`config.mk`:
```
export PLATFORM = sky130hd
export DESIGN_NAME = tlv_record_deframer_unit_flat
export DESIGN_NICKNAME = d
export VERILOG_FILES = /design/src/hdl/trd_pkg.sv /design/src/hdl/trd_if.sv /design/src/hdl/tlv_record_deframer_unit.sv /design/src/hdl/trd_parser.sv /design/src/hdl/trd_queue.sv /design/src/hdl/trd_emitter.sv /design/src/flat_wrapper.sv
export SDC_FILE = /design/constraint.sdc
export NUM_CORES = 1
export LEC_CHECK = 0
export ABC_AREA = 1
export BUFFER_PORTS_ARGS = -buffer_cell sky130_fd_sc_hd__clkbuf_2
export CAP_MARGIN = 20
export CORE_AREA = 2 2 150 152
export DETAILED_ROUTE_END_ITERATION = 8
export DIE_AREA = 0 0 152 154
export PLACE_DENSITY_LB_ADDON = 0.2
export SLEW_MARGIN = 20
export SYNTH_ARGS = -nofsm -noshare
export SYNTH_HDL_FRONTEND = slang
export SYNTH_SLANG_ARGS = --single-unit
```
`constraint.sdc`:
```
create_clock -name clk -period 8.96 [get_ports clk]
set_input_delay 0.896 -clock clk [delete_from_list [all_inputs] [get_ports clk]]
set_output_delay 0.896 -clock clk [all_outputs]
set_load 0.02 [all_outputs]
```
`src/hdl/trd_pkg.sv`:
```
`timescale 1ns / 1ps
// Shared types, constants and helpers of the record deframer.
package trd_pkg;

  localparam int unsigned HEADER_BYTES = 4;
  localparam int unsigned QUEUE_DEPTH  = 4;
  localparam int unsigned QPTR_W       = $clog2(QUEUE_DEPTH);
  localparam int unsigned QCNT_W       = $clog2(QUEUE_DEPTH + 1);
  localparam int unsigned PADDR_W      = 3;

  localparam logic [15:0] RESERVED_TYPE = 16'hFFFF;
  localparam logic [1:0]  HDR_LAST_IDX  = 2'(HEADER_BYTES - 1);

  typedef enum logic [0:0] {
    REG_BIG_ENDIAN = 1'b0
  } reg_idx_t;

  typedef enum logic [1:0] {
    PH_HEADER  = 2'd0,
    PH_VALUE   = 2'd1,
    PH_STOPPED = 2'd2
  } phase_t;

  typedef enum logic [1:0] {
    KIND_HEADER = 2'd0,
    KIND_VALUE  = 2'd1,
    KIND_STOP   = 2'd2
  } kind_t;

  typedef enum logic [1:0] {
    CAUSE_NONE     = 2'd0,
    CAUSE_SHORT    = 2'd1,
    CAUSE_OVERRUN  = 2'd2,
    CAUSE_RESERVED = 2'd3
  } cause_t;

  typedef struct packed {
    kind_t       kind;
    logic [15:0] rtype;
    logic [15:0] rlen;
    logic [7:0]  vbyte;
    logic        last;
    cause_t      cause;
  } item_t;

  typedef struct packed {
    logic  push;
    item_t item;
  } push_t;

  function automatic logic [15:0] put_byte(input logic [15:0] hold, input logic [7:0] b,
                                           input logic be);
    put_byte = be ? {hold[7:0], b} : {b, hold[15:8]};
  endfunction

endpackage

```
`src/hdl/trd_if.sv`:
```
`timescale 1ns / 1ps
// Byte and record channel interfaces of the record deframer.
interface trd_byte_if;
  logic        valid;
  logic        ready;
  logic [7:0]  in_byte;
  logic [15:0] bytes_left;
  logic        first_of_buffer;

  modport source (output valid, output in_byte, output bytes_left,
                  output first_of_buffer, input ready);
  modport sink (input valid, input in_byte, input bytes_left,
                input first_of_buffer, output ready);
endinterface

interface trd_rec_if;
  logic        valid;
  logic        ready;
  logic [1:0]  out_kind;
  logic [15:0] record_type;
  logic [15:0] record_length;
  logic [7:0]  value_byte;
  logic        last_of_record;
  logic [1:0]  stop_cause;

  modport source (output valid, output out_kind, output record_type, output record_length,
                  output value_byte, output last_of_record, output stop_cause, input ready);
  modport sink (input valid, input out_kind, input record_type, input record_length,
                input value_byte, input last_of_record, input stop_cause, output ready);
endinterface

```
`src/hdl/tlv_record_deframer_unit.sv`:
```
`timescale 1ns / 1ps
// Top level of the TLV record deframer: config register, parser, queue, output stage.
//
// Usage: buffer bytes enter on the bytes channel, one beat per byte, each with the
// count of bytes left in the buffer and a first-of-buffer flag. Each record is a
// 16-bit type and a 16-bit length (byte order from big_endian), then the value.
// The records channel carries one header beat per record, one beat per value byte
// and one stop beat with its cause when a record cannot be read; later bytes of a
// stopped buffer give nothing until the next first-of-buffer byte.
// Throughput: one byte per cycle while the queue is not full; the parser updates its
// counters and compares in the accept cycle. Each result is written to the queue at
// the accept edge and is then loaded into the output register, which drives the
// records channel.
// Stall: a 4-entry queue and the output register absorb a stalled receiver; the
// bytes channel drops ready only when the queue is full.
// Reset (rst, synchronous): parser at a record header, queue and output empty,
// big_endian = 1. The APB port at byte address 0 holds big_endian; write it only
// while the block is idle.
module tlv_record_deframer_unit import trd_pkg::*; (
  input  logic               clk,
  input  logic               rst,
  input  logic               psel,
  input  logic               penable,
  input  logic               pwrite,
  input  logic [PADDR_W-1:0] paddr,
  input  logic [31:0]        pwdata,
  output logic [31:0]        prdata,
  output logic               pready,
  trd_byte_if.sink           bytes,
  trd_rec_if.source          records
);

  logic  big_endian;
  logic  accept;
  logic  full;
  logic  head_valid;
  logic  pop;
  item_t head;
  push_t qpush;

  assign pready = 1'b1;

  always_ff @(posedge clk) begin
    if (rst) begin
      big_endian <= 1'b1;
    end else if (psel && penable && pwrite && paddr[2] == REG_BIG_ENDIAN) begin
      big_endian <= pwdata[0];
    end
  end

  always_comb begin
    prdata = '0;
    if (paddr[2] == REG_BIG_ENDIAN) begin
      prdata[0] = big_endian;
    end
  end

  assign bytes.ready = !full;
  assign accept      = bytes.valid && !full;

  trd_parser u_parser (
    .clk             (clk),
    .rst             (rst),
    .accept          (accept),
    .in_byte         (bytes.in_byte),
    .bytes_left      (bytes.bytes_left),
    .first_of_buffer (bytes.first_of_buffer),
    .big_endian      (big_endian),
    .qpush           (qpush)
  );

  trd_queue u_queue (
    .clk        (clk),
    .rst        (rst),
    .qpush      (qpush),
    .pop        (pop),
    .full       (full),
    .head_valid (head_valid),
    .head       (head)
  );

  trd_emitter u_emitter (
    .clk        (clk),
    .rst        (rst),
    .head_valid (head_valid),
    .head       (head),
    .pop        (pop),
    .records    (records)
  );

endmodule

```
`src/hdl/trd_parser.sv`:
```
`timescale 1ns / 1ps
// Front end: accepts buffer bytes, tracks record framing and classifies each beat.
module trd_parser import trd_pkg::*; (
  input  logic        clk,
  input  logic        rst,
  input  logic        accept,
  input  logic [7:0]  in_byte,
  input  logic [15:0] bytes_left,
  input  logic        first_of_buffer,
  input  logic        big_endian,
  output push_t       qpush
);

  phase_t      phase, phase_next;
  logic [1:0]  header_index, header_index_next;
  logic [15:0] type_hold, type_hold_next;
  logic [15:0] length_hold, length_hold_next;
  logic [15:0] value_remaining, value_remaining_next;

  phase_t      ph;
  logic [1:0]  hidx;
  logic [15:0] type_new, length_new;

  always_ff @(posedge clk) begin
    if (rst) begin
      phase           <= PH_HEADER;
      header_index    <= '0;
      type_hold       <= '0;
      length_hold     <= '0;
      value_remaining <= '0;
    end else begin
      phase           <= phase_next;
      header_index    <= header_index_next;
      type_hold       <= type_hold_next;
      length_hold     <= length_hold_next;
      value_remaining <= value_remaining_next;
    end
  end

  always_comb begin
    phase_next           = phase;
    header_index_next    = header_index;
    type_hold_next       = type_hold;
    length_hold_next     = length_hold;
    value_remaining_next = value_remaining;
    qpush                = '0;
    ph                   = first_of_buffer ? PH_HEADER : phase;
    hidx                 = first_of_buffer ? 2'd0 : header_index;
    type_new             = (hidx < 2'd2) ? put_byte(type_hold, in_byte, big_endian) : type_hold;
    length_new           = (hidx < 2'd2) ? length_hold
                                         : put_byte(length_hold, in_byte, big_endian);
    if (accept) begin
      phase_next        = ph;
      header_index_next = hidx;
      case (ph)
        PH_VALUE: begin
          qpush.push       = 1'b1;
          qpush.item.kind  = KIND_VALUE;
          qpush.item.rtype = type_hold;
          qpush.item.rlen  = length_hold;
          qpush.item.vbyte = in_byte;
          qpush.item.last  = (value_remaining == 16'd1);
          qpush.item.cause = CAUSE_NONE;
          value_remaining_next = value_remaining - 16'd1;
          if (value_remaining == 16'd1) begin
            phase_next        = PH_HEADER;
            header_index_next = '0;
          end
        end
        PH_HEADER: begin
          if (hidx == 2'd0 && bytes_left < 16'(HEADER_BYTES)) begin
            phase_next       = PH_STOPPED;
            qpush.push       = 1'b1;
            qpush.item.kind  = KIND_STOP;
            qpush.item.cause = CAUSE_SHORT;
          end else begin
            type_hold_next   = type_new;
            length_hold_next = length_new;
            if (hidx != HDR_LAST_IDX) begin
              header_index_next = hidx + 2'd1;
            end else begin
              header_index_next = '0;
              qpush.push        = 1'b1;
              qpush.item.rtype  = type_new;
              qpush.item.rlen   = length_new;
              if (length_new >= bytes_left) begin
                phase_next       = PH_STOPPED;
                qpush.item.kind  = KIND_STOP;
                qpush.item.cause = CAUSE_OVERRUN;
              end else if (type_new == RESERVED_TYPE) begin
                phase_next       = PH_STOPPED;
                qpush.item.kind  = KIND_STOP;
                qpush.item.cause = CAUSE_RESERVED;
              end else if (length_new == 16'd0) begin
                qpush.item.kind  = KIND_HEADER;
                qpush.item.last  = 1'b1;
                qpush.item.cause = CAUSE_NONE;
              end else begin
                phase_next           = PH_VALUE;
                value_remaining_next = length_new;
                qpush.item.kind      = KIND_HEADER;
                qpush.item.cause     = CAUSE_NONE;
              end
            end
          end
        end
        default: begin
        end
      endcase
    end
  end

endmodule

```
`src/hdl/trd_queue.sv`:
```
`timescale 1ns / 1ps
// Short result queue between the parser and the output stage.
module trd_queue import trd_pkg::*; (
  input  logic  clk,
  input  logic  rst,
  input  push_t qpush,
  input  logic  pop,
  output logic  full,
  output logic  head_valid,
  output item_t head
);

  item_t             mem [QUEUE_DEPTH];
  logic [QPTR_W-1:0] wptr, rptr;
  logic [QCNT_W-1:0] count;
  logic              do_pop;

  assign full       = (count == QCNT_W'(QUEUE_DEPTH));
  assign head_valid = (count != '0);
  assign head       = mem[rptr];
  assign do_pop     = pop && head_valid;

  always_ff @(posedge clk) begin
    if (qpush.push) begin
      mem[wptr] <= qpush.item;
    end
  end

  always_ff @(posedge clk) begin
    if (rst) begin
      wptr  <= '0;
      rptr  <= '0;
      count <= '0;
    end else begin
      if (qpush.push) begin
        wptr <= wptr + QPTR_W'(1);
      end
      if (do_pop) begin
        rptr <= rptr + QPTR_W'(1);
      end
      count <= count + QCNT_W'(qpush.push) - QCNT_W'(do_pop);
    end
  end

endmodule

```
`src/hdl/trd_emitter.sv`:
```
`timescale 1ns / 1ps
// Back end: output register that drives result beats onto the record channel.
module trd_emitter import trd_pkg::*; (
  input  logic  clk,
  input  logic  rst,
  input  logic  head_valid,
  input  item_t head,
  output logic  pop,
  trd_rec_if.source records
);

  logic  valid;
  item_t held;

  assign pop = head_valid && (!valid || records.ready);

  always_ff @(posedge clk) begin
    if (rst) begin
      valid <= 1'b0;
    end else if (!valid || records.ready) begin
      valid <= head_valid;
    end
  end

  always_ff @(posedge clk) begin
    if (pop) begin
      held <= head;
    end
  end

  assign records.valid          = valid;
  assign records.out_kind       = held.kind;
  assign records.record_type    = held.rtype;
  assign records.record_length  = held.rlen;
  assign records.value_byte     = held.vbyte;
  assign records.last_of_record = held.last;
  assign records.stop_cause     = held.cause;

endmodule

```
`src/flat_wrapper.sv`:
```
// flat-port wrapper written by rule: the top's interface ports become plain ports
module tlv_record_deframer_unit_flat import trd_pkg::*;
  (clk, rst, psel, penable, pwrite, paddr, pwdata, prdata, pready, bytes_valid, bytes_in_byte, bytes_bytes_left, bytes_first_of_buffer, bytes_ready, records_valid, records_out_kind, records_record_type, records_record_length, records_value_byte, records_last_of_record, records_stop_cause, records_ready);
  trd_byte_if bytes_i ();
  trd_rec_if records_i ();
  input  logic clk;
  input  logic rst;
  input  logic psel;
  input  logic penable;
  input  logic pwrite;
  input  logic [PADDR_W-1:0] paddr;
  input  logic [31:0] pwdata;
  output logic [31:0] prdata;
  output logic pready;
  input wire logic [$bits(bytes_i.valid)-1:0] bytes_valid;
  input wire logic [$bits(bytes_i.in_byte)-1:0] bytes_in_byte;
  input wire logic [$bits(bytes_i.bytes_left)-1:0] bytes_bytes_left;
  input wire logic [$bits(bytes_i.first_of_buffer)-1:0] bytes_first_of_buffer;
  output wire logic [$bits(bytes_i.ready)-1:0] bytes_ready;
  output wire logic [$bits(records_i.valid)-1:0] records_valid;
  output wire logic [$bits(records_i.out_kind)-1:0] records_out_kind;
  output wire logic [$bits(records_i.record_type)-1:0] records_record_type;
  output wire logic [$bits(records_i.record_length)-1:0] records_record_length;
  output wire logic [$bits(records_i.value_byte)-1:0] records_value_byte;
  output wire logic [$bits(records_i.last_of_record)-1:0] records_last_of_record;
  output wire logic [$bits(records_i.stop_cause)-1:0] records_stop_cause;
  input wire logic [$bits(records_i.ready)-1:0] records_ready;
  assign bytes_i.valid = bytes_valid;
  assign bytes_i.in_byte = bytes_in_byte;
  assign bytes_i.bytes_left = bytes_bytes_left;
  assign bytes_i.first_of_buffer = bytes_first_of_buffer;
  assign bytes_ready = bytes_i.ready;
  assign records_valid = records_i.valid;
  assign records_out_kind = records_i.out_kind;
  assign records_record_type = records_i.record_type;
  assign records_record_length = records_i.record_length;
  assign records_value_byte = records_i.value_byte;
  assign records_last_of_record = records_i.last_of_record;
  assign records_stop_cause = records_i.stop_cause;
  assign records_i.ready = records_ready;
  tlv_record_deframer_unit u_core (.clk(clk), .rst(rst), .psel(psel), .penable(penable), .pwrite(pwrite), .paddr(paddr), .pwdata(pwdata), .prdata(prdata), .pready(pready), .bytes(bytes_i), .records(records_i));
endmodule
```
==> flow_summary.json, run 1 <==
{
  "ys_ff_latch": 286,
  "synth_top_flop_cell": "edfxtp_1",
  "grt_pass1_vias": 8491,
  "drive_gt1_frac": 0.1243,
  "wire_per_inst_um": 17.17,
  "critical_path.max_fanout": 26,
  "fp.coreArea_um2": 21690,
  "setup_viol": 0,
  "min_delay_path_depth": 2,
  "row_count": 54,
  "first_pass_iters": 5,
  "hold_viol": 0,
  "synth.distinct_cells": 41,
  "gr-usage-all-layers": 0.2378,
  "clkTransAtPathRegs_ns": 0.06,
  "grt-ovfl-total": 0,
  "start_util": 0.5968,
  "fin_tns_setup_ns": 0,
  "area_growth_syn_to_layout_pct": 10.61,
  "die_h_um": 154,
  "p_comb_frac": 0.271,
  "synth_top_family_by_area": "simple AND/OR/NAND/NOR gates",
  "synth-adder-area-share": 0.02668,
  "outcome": "completed",
  "arrival_ns": 4.76,
  "leakagePower_nw": 5.687,
  "portBuffers": 81,
  "ir_drop_mv": 0.2675,
  "cts_resized": 0,
  "muxShareOfSynthArea": 0,
  "intPower_mw": 2.622,
  "tightestPinTransition_ns": 1.083,
  "final.min_clock_period_ns": 4.267,
  "ctsLongestPathBuffers": 3,
  "reg2reg_setup_slack_ns": 4.69,
  "routed-via-count": 9301,
  "dieArea_um2": 23410,
  "avgSynthCellArea_um2": 9.995,
  "die_w_um": 152,
  "synth_area_um2": 12940,
  "ios": 147,
  "cpPeakStageDelay_ns": 1.03,
  "drc": 0,
  "slew_headroom": 0.2772,
  "finalCritPeriodShare": 0.4762,
  "slowest_stage": "dfxtp_1",
  "swShare": 0.3427,
  "cp-end-kind": "flop",
  "dp_hpwl_um": 17600,
  "ys_warn_count": 0,
  "hold_path.class": "flop to flop",
  "cap_viol_max_count": 0,
  "root_buffer": "clkbuf_16",
  "grt_antenna_before_repair": 0,
  "syn_inst": 1295,
  "start_kind": "flop",
  "cts_buffers": 29,
  "seq_area_frac_synth": 0.6163,
  "path_cells": "inv_4, nand2_1, nand2_1, o21ai_1, inv_1, ha_1, nand2_1, inv_1, nand2_1, nand2_1, a21oi_1, nand2_1, a21oi_1, nand3b_2, nand2_2, nand2_2, nand2_1, nand2_1, nor2_1",
  "yosys.area_share.simple": 0.1404,
  "synth_xor_area_frac": 0.006090,
  "p_switching_mw": 1.367,
  "path_common_cell": "nand2_1",
  "p_seq_frac": 0.435,
  "grt_pass1_wl_um": 44510,
  "gp_congestion": 0.9175,
  "cts.sinks": 286,
  "rsz0062_at_grt": "no",
  "cts_tree": "done",
  "drt-vias-per-instance": 5.617,
  "async_flop_share": 0,
  "ant_nets": 0,
  "skew_ns": 0.008784,
  "finalNetCount": 1447,
  "grt_start_max_net_pins": 94,
  "setup.worst_path.class": "flop to flop",
  "power_density_nw_per_um2": 278.6,
  "cts_setup_buffers": 0,
  "hold_buffers": 0,
  "clockPowerShare": 0.293,
  "critPathRequiredTime_ns": 9.45,
  "n_antenna_cell": 0,
  "slew_violations": 0,
  "reg2reg_depth": 19,
  "htree_levels": 1,
  "max_freq_mhz": 234.4,
  "synth_compound_area_frac": 0.1353,
  "wl_um": 28430,
  "hold_ws_ns": 0.4669,
  "clkLatencyLatePin_ns": 0.56,
  "drt-initial-drc-count": 724,
  "synth-edff-count": 225
}
final cells by class:
| class | count | area (um2) |
|---|---|---|
| Clock buffer | 37 | 765.7 |
| Clock inverter | 17 | 160.2 |
| Fill cell | 1647 | 7371 |
| Sequential cell | 286 | 7980 |
| Timing Repair Buffer | 93 | 495.5 |
| Inverter | 109 | 411.6 |
| Multi-Input combinational cell | 834 | 4154 |
| Tap cell | 280 | 350.3 |
metrics by stage:
stage / instances / instance area (um2) / total power [mW] / setup slack, ns / utilization
after floorplan: 1325 / 13060 / 2.537 / 4.181 / -
after global placement: 1602 / 13390 / 2.813 / 4.463 / 0.6175
after detailed placement: 1602 / 13390 / 2.847 / 4.443 / 0.6175
after CTS: 1656 / 14320 / 4.007 / 4.783 / 0.6601
after global routing: 1656 / 14320 / 4.192 / 4.283 / 0.6601
final: 1656 / 14320 / 3.989 / 4.693 / 0.6601
worst paths after layout:
| kind | from | endpoint |
|---|---|---|
| worst max-delay path | u_core.big_endian | u_core.u_parser.value_remaining[11] |
| worst min-delay path | u_core.u_parser.header_index[0] | u_core.u_parser.header_index[0] |
| worst max register to register | u_core.big_endian | u_core.u_parser.value_remaining[11] |
| worst min register to register | u_core.u_parser.header_index[0] | u_core.u_parser.header_index[0] |
state kept, by name, indices dropped and copies added, names as in the netlist, 3 cells and up:
name,count
u_core.u_queue.mem,180
u_core.u_emitter.records.record_length,16
u_core.u_emitter.records.record_type,16
u_core.u_parser.length_hold,16
u_core.u_parser.type_hold,16
u_core.u_parser.value_remaining,16
u_core.u_emitter.records.value_byte,8
u_core.u_queue.count,3
Yosys cell counts (26+ instances only):
master,n,area (um2)
edfxtp_1,225,6756
nand2_1,203,762.0
nor2_1,169,634.4
o21ai_0,151,755.7
inv_1,101,379.1
o22ai_1,72,450.4
a21oi_1,71,355.3
dfxtp_1,61,1221
clkbuf_1,45,168.9
nand3_1,39,195.2
buf_4,35,262.8
ha_1,26,325.3
placed cells by master, fill, tap and decap left out, types with 8 or more instances in the layout:
| cell type | Yosys | final |
|---|---|---|
| edfxtp_1 | 225 | 225 |
| nand2_1 | 203 | 203 |
| nor2_1 | 169 | 165 |
| o21ai_0 | 151 | 151 |
| inv_1 | 101 | 100 |
| clkbuf_2 | 0 | 81 |
| o22ai_1 | 72 | 72 |
| a21oi_1 | 71 | 70 |
| dfxtp_1 | 61 | 59 |
| nand3_1 | 39 | 39 |
| conb_1 | 2 | 32 |
| clkbuf_16 | 0 | 29 |
| ha_1 | 26 | 26 |
| o21ai_1 | 14 | 14 |
| buf_4 | 35 | 12 |
| clkinv_2 | 0 | 8 |
metal layers:
metal  track usage  up-vias  part of all wire  routed length [um]
li1              -     4533                 -                   -
met1        0.3328     4387              0.43               12220
met2        0.3912      332              0.48               13530
met3       0.03608       49             0.070                2001
met4       0.06765        0             0.024                 687
met5             0        -                 0                   0
power groups by stage:
stage	combinational, mW	clock (mW)	sequential (mW)
2_1_floorplan	0.655	0	1.88
3_3_place_gp	1.06	0	1.76
3_5_place_dp	1.08	0	1.76
4_1_cts	1.08	1.18	1.74
5_1_grt	1.20	1.23	1.76
6_report	1.08	1.17	1.74
critical path, delay by kind of cell (launching register included):
kind | cells | cell delay, ns
simple gates | 12 | 1.53
flops | 1 | 1.03
compound gates | 3 | 0.89
buf+inv | 3 | 0.47
fa+ha+maj | 1 | 0.29
kinds of logic (layout without fill, tap and decap cells):
kind of cell               after synthesis  count (layout)
and+or+nand+nor                        443             443
DFF                                    286             286
other                                    2              32
xor gates and xnor gates                 9               9
buffers and inverters                  205             256
adders and majority gates               27              27
AOI/OAI and AO/OA                      323             323
No activity file was read; power rests on OpenSTA's default activity.
==> run 2: changes to the inputs <==
ABC_AREA = 0   (was 1)
CORE_AREA = 2 2 159 161   (was 2 2 150 152)
DIE_AREA = 0 0 161 163   (was 0 0 152 154)
clock period = 3.9 ns   (was 8.96 ns; I/O delays follow)
==> run 2 against run 1 <==
Die area is 12% higher; critical path depth is 6 lower; global-route usage is 3.3 points lower; wire length is 7.7% lower; power is 110% higher; count of clock-buffer cells in the layout is 1 lower; utilization is 6.8 points lower; combinational power is 49% higher; critical path type unchanged; largest power group unchanged.
==> flow_summary.json, run 2 <==
{
  "layout_common_cells": "edfxtp_1, clkbuf_2, nand2_1, nor2_1",
  "first_pass_iters": 6,
  "wl_um": 26240,
  "largest_register_ffs": 180,
  "yosys.area.top_type": "edfxtp_1",
  "post-route-util": 0.5923,
  "hold_viol": 0,
  "cts_setup_buffers": 0,
  "fin_area_um2": 14610,
  "slew_headroom": 0.3089,
  "gr-usage-all-layers": 0.2045,
  "ant_nets": 0,
  "portBuffers": 81,
  "slowest_stage": "dfxtp_1",
  "fin_cells": 1376,
  "grt_pass1_wl_um": 41680,
  "routed-via-count": 7594,
  "fin_tns_setup_ns": 0,
  "row_count": 58,
  "area_growth_syn_to_layout_pct": 14.70,
  "ys_top_cells_by_area": "edfxtp_1, dfxtp_1, mux4_2",
  "dp_hpwl_um": 17370,
  "dieArea_um2": 26240,
  "arrival_ns": 3.95,
  "grt_pass1_vias": 7367,
  "die_h_um": 163,
  "cts.sinks": 286,
  "synth.distinct_cells": 61,
  "setup.worst_path.class": "flop to flop",
  "power_mw": 8.436,
  "cap_viol_max_count": 0,
  "power_density_nw_per_um2": 577.2,
  "drc": 0,
  "ios": 147,
  "ys_top_cells_by_count": "edfxtp_1, nand2_1, nor2_1, dfxtp_1, a21oi_1",
  "hold_path.class": "input pin to flop",
  "top_register": "u_core.u_queue.mem",
  "start_kind": "flop",
  "cts_buffers": 29,
  "place_ws_ns": 0.2997,
  "critical_path.max_fanout": 20,
  "hold_ws_ns": 0.1658,
  "skew_ns": 0.01767,
  "hold_buffers": 0,
  "syn_inst": 923,
  "ys_ff_latch": 286,
  "synth_area_um2": 12740,
  "synth_top_area_frac": 0.5303,
  "die_w_um": 161,
  "layout.filler_cells": 1991,
  "synth-edff-count": 225,
  "gp_congestion": 0.8976,
  "finalCritPeriodShare": 0.9002,
  "cpPeakStageDelay_ns": 0.46,
  "root_buffer": "clkbuf_16",
  "critPathRequiredTime_ns": 4.34,
  "clkLatencyLatePin_ns": 0.54,
  "layout_commonest_cell": "edfxtp_1",
  "drt-vias-per-instance": 5.519,
  "htree_levels": 1,
  "ir_drop_mv": 0.3431,
  "tightestPinTransition_ns": 1.033,
  "outcome": "completed",
  "leakagePower_nw": 5.364,
  "placed_area_um2": 13610,
  "wire_per_inst_um": 19.07,
  "synth_most_common_cell": "edfxtp_1",
  "async_flop_share": 0,
  "dp.cells": 1323,
  "cp-end-kind": "flop",
  "fp.coreArea_um2": 24670,
  "start_util": 0.5164,
  "ys_warn_count": 0,
  "final.min_clock_period_ns": 3.511,
  "finalNetCount": 1118,
  "grt_antenna_before_repair": 0,
  "grt-ovfl-total": 0,
  "setup_viol": 0,
  "avgSynthCellArea_um2": 13.80,
  "grt_start_max_net_pins": 53,
  "clkTransAtPathRegs_ns": 0.07,
  "fin_ws_ns": 0.3891,
  "rsz0062_at_grt": "no",
  "max_freq_mhz": 284.8,
  "cts_resized": 0,
  "path_cells": "buf_4, mux2_2, mux2i_1, inv_1, ha_1, a21oi_1, o21ai_0, a22oi_1, nand3_1, o31ai_2, buf_4, a21oi_1, a311oi_1",
  "slew_violations": 0,
  "cts_tree": "done",
  "ctsLongestPathBuffers": 3,
  "drt-initial-drc-count": 606,
  "synth_top_flop_cell": "edfxtp_1",
  "seq_area_frac_synth": 0.6261,
  "n_antenna_cell": 0,
  "drive_gt1_frac": 0.2562
}
## run 2: cell count changes in the layout (fill, tap and decap cells not counted), sizes merged, moves of 21 or more
cell / previous run / this run
nor2: 175 / 68
mux4: 0 / 45
buf: 12 / 39
mux2i: 0 / 21
nand3: 43 / 10
o22ai: 72 / 0
o21ai: 167 / 34
nand2: 207 / 69
inv: 108 / 49
mux2: 0 / 44
## run 2: worst max-delay path, delay by kind of cell, from the launching register on
| kind | cells | cell delay (ns) |
|---|---|---|
| adder cells (fa/ha/maj) | 1 | 0.32 |
| flip-flops | 1 | 0.46 |
| buffers and inverters | 3 | 0.68 |
| AND/OR/NAND/NOR | 1 | 0.23 |
| AO/OA/AOI/OAI | 6 | 1.09 |
| multiplexers | 2 | 0.64 |
## run 2: final cells by class
type | instances | area (um2) | area share
clock inverter | 17 | 249.0 | 0.01704
sequential | 286 | 7983 | 0.5462
tap | 330 | 412.9 | 0.02825
timing repair buffer | 120 | 773.2 | 0.05291
inverter | 47 | 178.9 | 0.01224
clock buffer | 36 | 752.0 | 0.05146
multi-input combinational | 540 | 4265 | 0.2919
## run 2: power breakdown
part | total [mW] | switching [mW] | internal (mW)
Sequential | 3.93 | 0.258 | 3.67
Clock | 2.89 | 1.12 | 1.77
Combinational | 1.61 | 0.936 | 0.678
Total | 8.44 | 2.32 | 6.12
## run 2: kinds of logic after synthesis
family / after synthesis / share of synthesized area
adders and majority gates: 27 / 0.02710
AOI/OAI and AO/OA: 156 / 0.07827
buffers and inverters: 127 / 0.05048
muxes: 110 / 0.1355
xor gates and xnor gates: 5 / 0.003438
other: 2 / 0.0005894
and+or+nand+nor: 210 / 0.07847
DFF: 286 / 0.6261
## run 2: final timing paths
| check | from | end | slack, ns | cells past startpoint |
|---|---|---|---|---|
| worst max register to register | u_core.big_endian | u_core.u_parser.value_remaining[1] | 0.39 | 13 |
| worst max-delay path | u_core.big_endian | u_core.u_parser.value_remaining[1] | 0.39 | 13 |
| worst min-delay path | pwrite | u_core.big_endian | 0.17 | 3 |
| worst min register to register | u_core.u_parser.value_remaining[9] | u_core.u_parser.value_remaining[9] | 0.48 | 2 |
## run 2: routing by layer
metal	vias up	routed length [um]	global-route usage	share of wire
li1	3623	-	-	-
met1	3703	11960	0.2954	0.46
met2	230	12350	0.3297	0.47
met3	38	1367	0.03056	0.052
met4	0	554	0.05195	0.021
met5	-	0	0	0
==> run 3: changes to the inputs <==
BUFFER_PORTS_ARGS = -buffer_cell sky130_fd_sc_hd__buf_4   (was -buffer_cell sky130_fd_sc_hd__clkbuf_2)
==> run 3 against run 2 <==
Worst hold slack worse by 0.013 ns; clock skew decreased by 0.0021 ns; via count up 0.58%; clock power shrank 14%; maximum frequency decreased by 3.6%; sequential power is essentially flat; critical path depth stayed put; first-iteration DRC count fell by 11%; critical endpoint is now u_core.u_parser.value_remaining[14].
==> flow_summary.json, run 3 (synthesized netlist as in run 2, its figures left out) <==
{
  "outcome": "completed",
  "clkLatencyLatePin_ns": 0.54,
  "grt_antenna_before_repair": 0,
  "ir_drop_mv": 0.3920,
  "max_freq_mhz": 274.5,
  "critPathLaunch": "u_core.big_endian",
  "root_buffer": "clkbuf_16",
  "critPathRequiredTime_ns": 4.35,
  "drc": 0,
  "die_h_um": 163,
  "final.min_clock_period_ns": 3.643,
  "setup.worst_path.class": "flop to flop",
  "tightestPinTransition_ns": 0.9889,
  "min-delay-start": "records_ready",
  "use_met1": 0.2818,
  "met2_usage": 0.3340,
  "ios": 147,
  "grt_start_max_net_pins": 74,
  "drt-vias-per-instance": 5.579,
  "dp.cells": 1319,
  "hold_viol": 0,
  "ant_nets": 0,
  "cts.sinks": 286,
  "finalCritPeriodShare": 0.9342,
  "rsz0062_at_grt": "no",
  "area_growth_syn_to_layout_pct": 14.72,
  "top_usage_layer": "met2",
  "hold_buffers": 0,
  "gr-usage-all-layers": 0.2006,
  "slew_headroom": 0.3407,
  "top_register": "u_core.u_queue.mem",
  "grt_pass1_wl_um": 40830,
  "row_count": 58,
  "grt-ovfl-total": 0,
  "wire_per_inst_um": 19.22,
  "hold_path.class": "input pin to flop",
  "drive_gt1_frac": 0.2483,
  "fin_cells": 1369,
  "leakagePower_nw": 5.325,
  "skew_ns": 0.01558,
  "portBuffers": 81,
  "finalNetCount": 1113,
  "die_w_um": 161,
  "grt_use_met3": 0.02674,
  "power_density_nw_per_um2": 559.5,
  "routed-via-count": 7638,
  "first_pass_iters": 5,
  "fin_ws_ns": 0.2567,
  "clkTransAtPathRegs_ns": 0.06,
  "post-route-util": 0.5924,
  "arrival_ns": 4.09,
  "critical_path.max_fanout": 12,
  "gp_congestion": 0.8686,
  "r2r-start": "u_core.big_endian",
  "wl_um": 26310,
  "setup.worst_path.end": "u_core.u_parser.value_remaining[14]",
  "layout_common_cells": "edfxtp_1, buf_4, nand2_1, nor2_1",
  "fin_area_um2": 14620,
  "start_util": 0.5164,
  "dp_hpwl_um": 17030,
  "worstReg2RegEnd": "u_core.u_parser.value_remaining[14]",
  "reg2reg_depth": 13,
  "grt_pass1_vias": 7325,
  "cts_tree": "done",
  "cts_buffers": 28,
  "setup_viol": 0,
  "fp.coreArea_um2": 24670,
  "dieArea_um2": 26240,
  "layout_commonest_cell": "edfxtp_1",
  "n_antenna_cell": 0,
  "largest_register_ffs": 180,
  "start_kind": "flop",
  "cts_resized": 0,
  "cap_viol_max_count": 0,
  "place_ws_ns": 0.2172,
  "slew_violations": 0,
  "cts_setup_buffers": 0,
  "htree_levels": 1,
  "reg2reg_setup_slack_ns": 0.26,
  "ctsLongestPathBuffers": 3,
  "drt-initial-drc-count": 542,
  "placed_area_um2": 13760,
  "cp-end-kind": "flop",
  "fin_tns_setup_ns": 0
}
-- run 3: worst min path at each step --
stage / end / slack, ns / cells after the start
finish: u_core.u_emitter.records.valid / 0.15 / 4
global route: u_core.u_emitter.records.valid / 0.16 / 4
CTS: u_core.u_emitter.records.valid / 0.14 / 4
detailed placement: u_core.u_parser.value_remaining[9] / 0.47 / 2
global placement: u_core.u_parser.value_remaining[9] / 0.46 / 2
floorplan: u_core.u_parser.value_remaining[9] / 0.45 / 2
-- run 3: power by group --
| part | internal, mW | leakage, nW | total [mW] | switching, mW |
|---|---|---|---|---|
| Sequential | 3.67 | 2.55 | 3.94 | 0.263 |
| Clock | 1.41 | 0.415 | 2.49 | 1.08 |
| Combinational | 0.817 | 2.36 | 1.75 | 0.934 |
| Total | 5.90 | 5.33 | 8.18 | 2.28 |
-- run 3: critical path, cell delays in order, from the launching register on --
cell and delay (ns):
dfxtp_1 0.43, buf_4 0.26, mux2_2 0.35, mux2i_1 0.27, inv_1 0.16, ha_1 0.32
a21oi_1 0.12, o21ai_0 0.12, a22oi_1 0.17, nand3_1 0.25, o31ai_2 0.39, nand2_1 0.23
buf_4 0.27, o31ai_1 0.21
-- run 3: layer usage --
layer | vias up | part of all wire
met2 | 217 | 0.48
met1 | 3777 | 0.45
met4 | 0 | 0.019
met5 | - | 0
met3 | 36 | 0.053
li1 | 3608 | -
-- run 3: final cells by class --
type / count / area (um2)
Tap cell: 330 / 412.9
Sequential cell: 286 / 7983
Timing Repair Buffer: 116 / 920.9
Fill cell: 1969 / 10060
Clock buffer: 37 / 785.8
Multi-Input combinational cell: 540 / 4265
Inverter: 47 / 178.9
Clock inverter: 13 / 70.07
-- run 3: per-stage QoR --
step           power (mW)  hold slack [ns]
3_5_place_dp        5.784           0.4692
6_report            8.178           0.1526
3_3_place_gp        5.756           0.4636
2_1_floorplan       5.150           0.4481
5_1_grt             8.546           0.1572
4_1_cts             8.276           0.1377
